**config.mk**
```make
export PLATFORM = sky130hd
export DESIGN_NAME = crc8_frame_receiver_unit
export DESIGN_NICKNAME = d
export VERILOG_FILES = /design/src/hw/rtl/crc8fr_pkg.sv /design/src/hw/rtl/crc8_frame_receiver_unit.sv
export VERILOG_INCLUDE_DIRS = /design/src /design/src/hw/rtl
export SDC_FILE = /design/constraint.sdc
export NUM_CORES = 1
export LEC_CHECK = 0
export ABC_AREA = 1
export BUFFER_PORTS_ARGS = -buffer_cell sky130_fd_sc_hd__buf_4
export CELL_PAD_IN_SITES_DETAIL_PLACEMENT = 2
export CELL_PAD_IN_SITES_GLOBAL_PLACEMENT = 2
export CORE_MARGIN = 2
export CORE_UTILIZATION = 43
export CTS_BUF_LIST = sky130_fd_sc_hd__clkbuf_16
export CTS_CLUSTER_DIAMETER = 30
export CTS_CLUSTER_SIZE = 16
export DETAILED_ROUTE_END_ITERATION = 16
export GPL_ROUTABILITY_DRIVEN = 0
export PLACE_DENSITY = 0.92
export SYNTH_ARGS = -nofsm -noshare
export SYNTH_HDL_FRONTEND = slang
export SYNTH_SLANG_ARGS = --single-unit
```
**constraint.sdc**
```tcl
create_clock -name clk -period 24.4 [get_ports clk]
set_clock_uncertainty 0.2 [all_clocks]
set_input_delay 3.66 -clock clk [delete_from_list [all_inputs] [get_ports clk]]
set_output_delay 3.66 -clock clk [all_outputs]
set_load 0.1 [all_outputs]
```
**src/hw/rtl/crc8_frame_receiver_unit_assert.svh**
```systemverilog
// assertion macros for the crc8 frame receiver
// used by crc8_frame_receiver_unit.sv, no other dependencies
`ifndef CRC8_FRAME_RECEIVER_UNIT_ASSERT_SVH
`define CRC8_FRAME_RECEIVER_UNIT_ASSERT_SVH

`ifndef SYNTHESIS

`define CRC8FR_ASSERT_ALWAYS(lbl, clk, rst_n, expr) \
    lbl: assert property (@(posedge clk) disable iff (!rst_n) (expr)) \
        else $error("crc8fr assertion failed");

`define CRC8FR_ASSERT_IMPLY(lbl, clk, rst_n, ante, cons) \
    lbl: assert property (@(posedge clk) disable iff (!rst_n) (ante) |-> (cons)) \
        else $error("crc8fr implication failed");

`define CRC8FR_ASSERT_NEXT(lbl, clk, rst_n, ante, cons) \
    lbl: assert property (@(posedge clk) disable iff (!rst_n) (ante) |=> (cons)) \
        else $error("crc8fr next-cycle check failed");

`else

`define CRC8FR_ASSERT_ALWAYS(lbl, clk, rst_n, expr)
`define CRC8FR_ASSERT_IMPLY(lbl, clk, rst_n, ante, cons)
`define CRC8FR_ASSERT_NEXT(lbl, clk, rst_n, ante, cons)

`endif

`endif

```
**src/hw/rtl/crc8fr_pkg.sv**
```systemverilog
// types, constants and crc-8 step function for the crc8 frame receiver
// no dependencies
`default_nettype none

package crc8fr_pkg;

    localparam logic [7:0]  START_BYTE    = 8'hAA;
    localparam logic [7:0]  END_BYTE      = 8'h55;
    localparam logic [7:0]  CRC_POLY      = 8'h07;
    localparam logic [7:0]  CRC_TOP       = 8'h80;
    localparam int          FRAME_LEN     = 13;
    localparam int          COUNT_W       = 4;
    localparam logic [7:0]  LEN_BYTE      = 8'(FRAME_LEN);
    localparam logic [COUNT_W-1:0] LAST_IDX = COUNT_W'(FRAME_LEN - 1);
    localparam logic [15:0] TIMEOUT_RESET = 16'd1000;
    localparam logic [15:0] TICKS_MAX     = 16'hFFFF;

    typedef enum logic [2:0] {
        ST_OK      = 3'd0,
        ST_TIMEOUT = 3'd1,
        ST_BADLEN  = 3'd2,
        ST_BADEND  = 3'd3,
        ST_BADCRC  = 3'd4
    } status_t;

    typedef enum logic [4:0] {
        PH_HUNT    = 5'b00001,
        PH_LEN     = 5'b00010,
        PH_PAYLOAD = 5'b00100,
        PH_CRC     = 5'b01000,
        PH_END     = 5'b10000
    } phase_t;

    typedef enum logic {
        CMD_BYTE = 1'b0,
        CMD_TICK = 1'b1
    } cmd_t;

    typedef struct packed {
        cmd_t       cmd;
        logic [7:0] rx_byte;
    } in_word_t;

    typedef struct packed {
        status_t     status;
        logic [7:0]  sender_id;
        logic [31:0] record_id;
        logic [31:0] volume_bits;
        logic [31:0] timestamp;
    } out_word_t;

    function automatic logic [7:0] crc8_step(input logic [7:0] crc, input logic [7:0] data);
        logic [7:0] c;
        c = crc ^ data;
        for (int b = 0; b < 8; b++)
        begin
            if ((c & CRC_TOP) != 8'd0)
            begin
                c = (c << 1) ^ CRC_POLY;
            end
            else
            begin
                c = c << 1;
            end
        end
        return c;
    endfunction

endpackage

`default_nettype wire

```
**src/hw/rtl/crc8_frame_receiver_unit.sv**
```systemverilog
// crc8 frame receiver top level: framing fsm, crc-8, payload store, output skid
// depends on crc8fr_pkg and crc8_frame_receiver_unit_assert.svh
//
// Takes one word per cycle while in_stall is low, each a received byte or
// a timer tick, and hunts for frames of start byte 0xAA, length 13, 13 payload
// bytes, crc-8 (poly 0x07, init 0) and end byte 0x55. Every word is handled in
// the cycle it is accepted by the single-cycle phase and crc-8 logic; a result
// (status and unpacked fields) appears on out_valid the cycle after the word that
// ends a frame attempt, unless earlier results wait in the output register.
// An output register plus one skid entry buffer results, so in_stall rises only when
// both hold results that the receiver has not taken. cfg_wdata sets the per-phase
// tick timeout (reset 1000); the user must write it only while idle, not enforced.
`default_nettype none

`include "crc8_frame_receiver_unit_assert.svh"

module crc8_frame_receiver_unit
(
    input  wire logic                 clk,
    input  wire logic                 rst_n,
    input  wire logic                 in_valid,
    output logic                      in_stall,
    input  wire crc8fr_pkg::in_word_t in_data,
    output logic                      out_valid,
    input  wire logic                 out_stall,
    output crc8fr_pkg::out_word_t     out_data,
    input  wire logic                 cfg_wen,
    input  wire logic [15:0]          cfg_wdata
);

    crc8fr_pkg::phase_t phase_reg, phase_next;
    logic [15:0] elapsed_reg, elapsed_next;
    logic [crc8fr_pkg::COUNT_W-1:0] count_reg, count_next;
    logic [7:0]  crc_reg, crc_next;
    logic [7:0]  rcv_crc_reg, rcv_crc_next;
    logic [15:0] timeout_reg;
    logic [7:0]  store_reg [crc8fr_pkg::FRAME_LEN];

    logic        out_valid_reg, out_valid_next;
    logic        skid_valid_reg, skid_valid_next;
    crc8fr_pkg::out_word_t out_data_reg, out_data_next;
    crc8fr_pkg::out_word_t skid_data_reg, skid_data_next;

    logic        in_fire;
    logic        store_we;
    logic        res_valid;
    crc8fr_pkg::out_word_t res_word;
    logic [15:0] ticks_inc;
    logic [7:0]  rx;

    assign in_stall  = skid_valid_reg;
    assign in_fire   = in_valid && !skid_valid_reg;
    assign out_valid = out_valid_reg;
    assign out_data  = out_data_reg;
    assign rx        = in_data.rx_byte;
    assign ticks_inc = (elapsed_reg == crc8fr_pkg::TICKS_MAX) ? elapsed_reg : elapsed_reg + 16'd1;

    // frame fsm
    always_comb
    begin
        phase_next   = phase_reg;
        elapsed_next = elapsed_reg;
        count_next   = count_reg;
        crc_next     = crc_reg;
        rcv_crc_next = rcv_crc_reg;
        store_we     = 1'b0;
        res_valid    = 1'b0;
        res_word     = '0;
        res_word.status = crc8fr_pkg::ST_OK;

        if (in_fire)
        begin
            if (in_data.cmd == crc8fr_pkg::CMD_TICK)
            begin
                elapsed_next = ticks_inc;
                if (ticks_inc >= timeout_reg)
                begin
                    res_valid       = 1'b1;
                    res_word.status = crc8fr_pkg::ST_TIMEOUT;
                end
            end
            else
            begin
                unique case (phase_reg)
                    crc8fr_pkg::PH_HUNT:
                    begin
                        if (rx == crc8fr_pkg::START_BYTE)
                        begin
                            phase_next   = crc8fr_pkg::PH_LEN;
                            elapsed_next = '0;
                            count_next   = '0;
                            crc_next     = crc8fr_pkg::crc8_step(8'd0, rx);
                        end
                    end
                    crc8fr_pkg::PH_LEN:
                    begin
                        if (rx != crc8fr_pkg::LEN_BYTE)
                        begin
                            res_valid       = 1'b1;
                            res_word.status = crc8fr_pkg::ST_BADLEN;
                        end
                        else
                        begin
                            crc_next     = crc8fr_pkg::crc8_step(crc_reg, rx);
                            phase_next   = crc8fr_pkg::PH_PAYLOAD;
                            elapsed_next = '0;
                            count_next   = '0;
                        end
                    end
                    crc8fr_pkg::PH_PAYLOAD:
                    begin
                        store_we   = 1'b1;
                        crc_next   = crc8fr_pkg::crc8_step(crc_reg, rx);
                        count_next = count_reg + 1'b1;
                        if (count_reg == crc8fr_pkg::LAST_IDX)
                        begin
                            phase_next   = crc8fr_pkg::PH_CRC;
                            elapsed_next = '0;
                        end
                    end
                    crc8fr_pkg::PH_CRC:
                    begin
                        rcv_crc_next = rx;
                        phase_next   = crc8fr_pkg::PH_END;
                        elapsed_next = '0;
                    end
                    crc8fr_pkg::PH_END:
                    begin
                        res_valid = 1'b1;
                        if (rx != crc8fr_pkg::END_BYTE)
                        begin
                            res_word.status = crc8fr_pkg::ST_BADEND;
                        end
                        else if (crc_reg != rcv_crc_reg)
                        begin
                            res_word.status = crc8fr_pkg::ST_BADCRC;
                        end
                        else
                        begin
                            res_word.status      = crc8fr_pkg::ST_OK;
                            res_word.sender_id   = store_reg[0];
                            res_word.record_id   = {store_reg[1], store_reg[2],
                                                    store_reg[3], store_reg[4]};
                            res_word.volume_bits = {store_reg[8], store_reg[7],
                                                    store_reg[6], store_reg[5]};
                            res_word.timestamp   = {store_reg[9], store_reg[10],
                                                    store_reg[11], store_reg[12]};
                        end
                    end
                    default:
                    begin
                        phase_next = crc8fr_pkg::PH_HUNT;
                    end
                endcase
            end

            // any result ends the attempt
            if (res_valid)
            begin
                phase_next   = crc8fr_pkg::PH_HUNT;
                elapsed_next = '0;
                count_next   = '0;
                crc_next     = '0;
            end
        end
    end

    // output register and skid entry
    always_comb
    begin
        out_valid_next  = out_valid_reg;
        skid_valid_next = skid_valid_reg;
        out_data_next   = out_data_reg;
        skid_data_next  = skid_data_reg;
        if (!out_valid_reg || !out_stall)
        begin
            if (skid_valid_reg)
            begin
                out_valid_next  = 1'b1;
                out_data_next   = skid_data_reg;
                skid_valid_next = 1'b0;
            end
            else
            begin
                out_valid_next = res_valid;
                out_data_next  = res_word;
            end
        end
        else if (res_valid)
        begin
            skid_valid_next = 1'b1;
            skid_data_next  = res_word;
        end
    end

    always_ff @(posedge clk or negedge rst_n)
    begin
        if (!rst_n)
        begin
            phase_reg      <= crc8fr_pkg::PH_HUNT;
            elapsed_reg    <= '0;
            count_reg      <= '0;
            crc_reg        <= '0;
            rcv_crc_reg    <= '0;
            timeout_reg    <= crc8fr_pkg::TIMEOUT_RESET;
            out_valid_reg  <= 1'b0;
            skid_valid_reg <= 1'b0;
        end
        else
        begin
            phase_reg      <= phase_next;
            elapsed_reg    <= elapsed_next;
            count_reg      <= count_next;
            crc_reg        <= crc_next;
            rcv_crc_reg    <= rcv_crc_next;
            out_valid_reg  <= out_valid_next;
            skid_valid_reg <= skid_valid_next;
            if (cfg_wen)
            begin
                timeout_reg <= cfg_wdata;
            end
        end
    end

    always_ff @(posedge clk)
    begin
        out_data_reg  <= out_data_next;
        skid_data_reg <= skid_data_next;
        for (int i = 0; i < crc8fr_pkg::FRAME_LEN; i++)
        begin
            if (store_we && (count_reg == crc8fr_pkg::COUNT_W'(i)))
            begin
                store_reg[i] <= rx;
            end
        end
    end

    `CRC8FR_ASSERT_ALWAYS(a_skid_behind_out, clk, rst_n, !skid_valid_reg || out_valid_reg)
    `CRC8FR_ASSERT_IMPLY(a_count_in_range, clk, rst_n,
        phase_reg == crc8fr_pkg::PH_PAYLOAD, count_reg <= crc8fr_pkg::LAST_IDX)
    `CRC8FR_ASSERT_IMPLY(a_err_fields_zero, clk, rst_n,
        out_valid_reg && (out_data_reg.status != crc8fr_pkg::ST_OK),
        (out_data_reg.sender_id == 8'd0) && (out_data_reg.record_id == 32'd0) &&
        (out_data_reg.volume_bits == 32'd0) && (out_data_reg.timestamp == 32'd0))
    `CRC8FR_ASSERT_NEXT(a_end_to_hunt, clk, rst_n,
        in_fire && (in_data.cmd == crc8fr_pkg::CMD_BYTE) && (phase_reg == crc8fr_pkg::PH_END),
        (phase_reg == crc8fr_pkg::PH_HUNT) && out_valid_reg)

endmodule

`default_nettype wire
```
* Word level (Yosys, flattened, before mapping) *
Memory sizes are Yosys's and may differ from the RTL's.
Index checks and enable logic that the tools add are counted.

word-level totals
  flip-flop bits (word level) = 273
  bits in writable memories = 104
  input port bits = 30
  output and inout port bits = 109
  memories kept = 1

memory list
  name       words  width  read ports  clocked after memory_dff  write ports  RTL line                        RTL
  store_reg  13     8      13          0                         1            crc8_frame_receiver_unit.sv:37  logic [7:0] store_reg [crc8fr_pkg::FRAME_LEN];

operators by class
  add/sub/neg operators = 2
  $lt $le $gt $ge = 1
  eq/ne operators = 30
  muxes and demuxes = 209
  bitwise operators = 26
  reduce and logical (&&, ||, !) cells = 39

operator list
  cell                   count
  $mux 8                 93
  $mux 104               4
  $mux 107               2
  $mux 16                6
  $reduce_or 8->1        12
  $mux 3                 26
  $not 3->3              23
  $mux 4                 16
  $pmux 16 s4            1
  $mux 1                 50
  $mux 5                 5
  $pmux 5 s5             1
  $pmux 8 s3             1
  $eq 4x4->1 const B     5
  $add 16x1->16 const B  1
  $eq 16x16->1 const B   1
  $eq 4x3->1 const B     4
  $ge 16x16->1           1
  $logic_and 1x1->1      14
  $ne 4x4->1 const B     3
  $pmux 4 s3             1
  $reduce_and 5->1       2
  $ne 3x3->1 const B     3
  $eq 4x2->1 const B     2
  27 further kinds       30

* Longest topological paths before layout *
  word-level depth = 49
  depth in mapped cells = 26

* Worst setup path before layout *
No wires, ideal clock.

  kind = input to register
  start point = input port out_stall
  end point = register skid_data_reg[0] (netlist name) (enable)
  setup time = 0.573 ns
  arrival time = 10.848 ns
  data required time = 23.627 ns
  slack = 12.779 ns
  stages on the path = 2
  cells stage by stage = nand2_1 -> nor2_1

between the ends
  word-level cells in the longest chain between the ends = 4

ends and longest elaborated chain
  element                            RTL line                         RTL
  from (decl)                        crc8_frame_receiver_unit.sv:25   input wire logic out_stall,
  $logic_not 1->1                    crc8_frame_receiver_unit.sv:175  if (!out_valid_reg || !out_stall)
  $logic_or 1x1->1                   crc8_frame_receiver_unit.sv:175
  $not 1->1 (no source line)         n/a
  $reduce_and 2->1 (no source line)  n/a
  to (signal assigned)               crc8_frame_receiver_unit.sv:228  skid_data_reg <= skid_data_next;
  to (decl)                          crc8_frame_receiver_unit.sv:42   crc8fr_pkg::out_word_t skid_data_reg, skid_data_next;

Every way passes these cells.
A chain may end at the register's enable or synchronous reset.

* Worst setup path in the final report *
  start point = input port in_data[5] (netlist name)
  end point = register skid_data_reg[4] (netlist name) (enable)

between the ends
  word-level cells in the longest chain between the ends = 7

ends and longest elaborated chain
  element                            RTL line                        RTL
  from (decl)                        crc8_frame_receiver_unit.sv:23  input wire crc8fr_pkg::in_word_t in_data,
  $ne 8x4->1                         crc8_frame_receiver_unit.sv:97  if (rx != crc8fr_pkg::LEN_BYTE)
  $mux 1                             crc8_frame_receiver_unit.sv:97
  $pmux 1 s2                         crc8_frame_receiver_unit.sv:84  unique case (phase_reg)
  $mux 1                             crc8_frame_receiver_unit.sv:73  if (in_data.cmd == crc8fr_pkg::CMD_TICK)
  $mux 1 (2 in a row)                crc8_frame_receiver_unit.sv:71  if (in_fire)
  $reduce_and 2->1 (no source line)  n/a

Every way passes these cells. The select of a mux whose other input is x is not followed.

==> metrics.log <==
[metrics] drt first-iter violations: roughly 1500
[metrics] overall track demand over capacity in global routing: 39.0%
[metrics] Finished Core Util: 55.9%
[metrics] Initial DRT Pass Iterations: 6
[metrics] met3 capacity usage during global routing: 9.99%
[metrics] number of instances in the synthesized netlist: between 1000 and 1500
[metrics] routed len/inst: 35.1 µm
[metrics] final number of setup-violating endpoints: 0
[metrics] final cycle utilization of the critical path: 29.4%
[metrics] grt ovf: 0
[metrics] Syn Area/Cell: between 10 and 15 µm²
[metrics] number of global-route vias before repair: 13900
[metrics] relative area change from synthesis to final layout: 28.7%
[metrics] Warnings, synthesis: 0
[metrics] # nets final: roughly 1600
[metrics] commonest cells after routing, fill and taps aside: 358 x nand2_1, 318 x edfxtp_1, 162 x nor2_1
[metrics] proportion of layout cells with a drive suffix above 1: 19.9%
[metrics] number of levels the H-tree was split into: 3
[metrics] cell area after technology mapping: between 0.015 and 0.02 mm²
[metrics] EDFF count, synth: 318
[metrics] worst slew slack as a fraction of its limit: 9.73%
[metrics] Post-CTS Setup Repair Bufs: 0
[metrics] slew at the pin with the worst max-slew slack: 1.35 ns
[metrics] number of flip-flops and latches in the synthesized netlist: 377
[metrics] overall die width: between 150 and 200 µm
[metrics] met2 global-route usage: 66.1%
[metrics] total chip power: between 0.002 and 0.003 W
[metrics] max-cap check violation count: 0
[metrics] Placed Instances: 1940
[metrics] most frequent standard cell in the layout excluding fill and tap cells: nand2_1
[metrics] number of DRC violations after detailed routing: 0
[metrics] post-synthesis async set-or-reset flop share: 15.6%
[metrics] Slew Limit Fails: 0
[metrics] number of vias per cell: 6.06
[metrics] remaining number of nets flagged by the antenna check after routing: 0
[metrics] count of distinct cell types in the synthesized netlist: 43
[metrics] largest fanout of any net on the critical path: 70
[metrics] final non-filler cell total: about 2100
[metrics] CTS tree: done
[metrics] Primary FF master, synth: edfxtp_1
[metrics] number of buffers inserted during clock tree synthesis: 87
[metrics] global-route wire length before repair: 106 mm
[metrics] Final Hold Viols: 0
[metrics] Place WS: 16.91 ns
[metrics] standard-cell rows: 70
[metrics] start-to-end type of the worst setup path: input pin to flop
[metrics] unrepaired setup endpoints after global routing: no
[metrics] type of element launching the critical path: input pin
[metrics] most utilized layer in the global route result: met2
[metrics] Critical Path Sink Type: flop
[metrics] outcome: finished clean
[metrics] met1 track demand over resource: 47.2%
[metrics] required time of the critical path: 24.43 ns
[metrics] Register-to-Register Setup Slack: 17.92 ns
[metrics] sequential area share after synthesis: 69.7%
[metrics] total of hold buffers inserted after clock tree synthesis: 0
[metrics] Resize count post-CTS: 0
[metrics] height of the die: 196 µm
[metrics] maximum clock insertion buffer count: 3
[metrics] data arrival at the endpoint of the critical path: 7.20 ns
[metrics] number of clock sinks seen by CTS: 377
[metrics] initial antenna violation count: 4
[metrics] total length of routed wires: 73.9 mm
[metrics] core area: 0.0364 mm²
[metrics] CTS clk-pin slew, worst paths: 0.04 ns
[metrics] HPWL Detailed: 37.6 mm
[metrics] worst min path class: flop to flop
[metrics] depth of the most critical reg-to-reg path: 19
[metrics] Max VDD drop: 0.0886 mV
[metrics] number of cells on the worst hold path: 2
[metrics] Clk Latency, worst-skew pair: 0.63 ns
[metrics] starting density of the core: 43.5%
[metrics] vias: 12700
[metrics] syn nets: 1447
[metrics] leakage power: roughly 8.3 nW
[metrics] Max Freq: 139 MHz
[metrics] Setup TNS: 0 ns
[metrics] number of diodes added for antenna fixing: 0
[metrics] Port Buffers: ~140
[metrics] number of ports placed on the die boundary: 139
[metrics] die outline area: 0.0384 mm²
[metrics] worst setup slack after layout: 17.23 ns
[metrics] cell area power density: 126 mW/mm²
[metrics] maximum number of pins on one net before global-route repair: 131
[metrics] Clock Tree Root: clkbuf_16
[metrics] post-route minimum period: 7.17 ns
final timing paths:
kind,endpoint,start
worst max-delay path,skid_data_reg[4]$_DFFE_PP_,in_data[5]
worst min-delay path,timeout_reg[7]$_DFFE_PN1P_,timeout_reg[7]$_DFFE_PN1P_
worst max register to register,skid_data_reg[4]$_DFFE_PP_,elapsed_reg[0]$_DFFE_PN0P_
worst min register to register,timeout_reg[7]$_DFFE_PN1P_,timeout_reg[7]$_DFFE_PN1P_
max in group asynchronous,in_stall$_DFFE_PN0P_,rst_n
min in group asynchronous,elapsed_reg[8]$_DFFE_PN0P_,rst_n
synth_stat cells (2+ instances only):
cell type  count  area, µm²
a21oi_1       18       90.1
a22oi_1        2       15.0
buf_2         21        105
buf_4          4       30.0
buf_6          3       33.8
clkbuf_1      31        116
dfrtp_1       52       1300
dfstp_2        7        184
edfxtp_1     318       9550
ha_1          30        375
inv_1         88        330
inv_2          5       18.8
mux2_2         2       22.5
nand2_1      359       1350
nand2_2        2       12.5
nand2_4        2       22.5
nand3_1       45        225
nand4_1        7       43.8
nand4_4        2       42.5
nor2_1       163        612
nor3_1         7       35.0
nor4_1         2       12.5
o211ai_1       2       15.0
o21ai_0      152        761
o21ai_1        4       20.0
or2_2          5       31.3
xnor2_1       17        149
xor2_1        22        193
where the power goes:
part,switching (W),internal (W),leakage [nW]
clock network,0.000458,0.000837,1.54
logic,0.000394,0.0000923,2.68
registers,0.0000451,0.000746,4.03
area by class of cell:
class,count,area (µm²)
fill,3382,16100
tap,468,586
clock buffer,88,2200
inverter,94,353
clock inverter,75,941
sequential,377,11000
timing repair buffer,145,1090
multi-input combinational,856,4160
stage by stage:
step	cell area, µm²	hold WS [ns]
final	20400	0.318
after global routing	20400	0.345
after CTS	20400	0.313
after detailed placement	17200	0.295
after global placement	17200	0.283
after floorplan	15800	0.263
critical path: stages:
cell     delay (ns)
buf_4          0.30
inv_1          0.19
ha_1           0.27
nand4_1        0.14
nand2_1        0.11
nand3_1        0.17
nand2_4        0.18
inv_1          0.24
nand2_1        0.19
nor2_4         0.14
buf_4          0.52
buf_4          0.93
cells by family (layout without fill, tap and decap cells):
logic type               after synthesis  count (layout)  synth area share, %
multiplexers                           2               2                0.142
flip-flops                           377             377                 69.7
adder cells (fa/ha/maj)               30              30                 2.37
AND/OR/NAND/NOR                      602             602                 15.5
AO/OA/AOI/OAI                        182             182                 5.93
buffers and inverters                154             402                 4.12
XOR/XNOR                              40              40                 2.26
layer usage:
metal | vias up | part of all wire, %
met4 | 2 | 4.6
met2 | 802 | 49
met1 | 6619 | 38
li1 | 5068 | -
met3 | 246 | 8.4
met5 | - | 0.018
No activity file was read; power rests on OpenSTA's default activity.
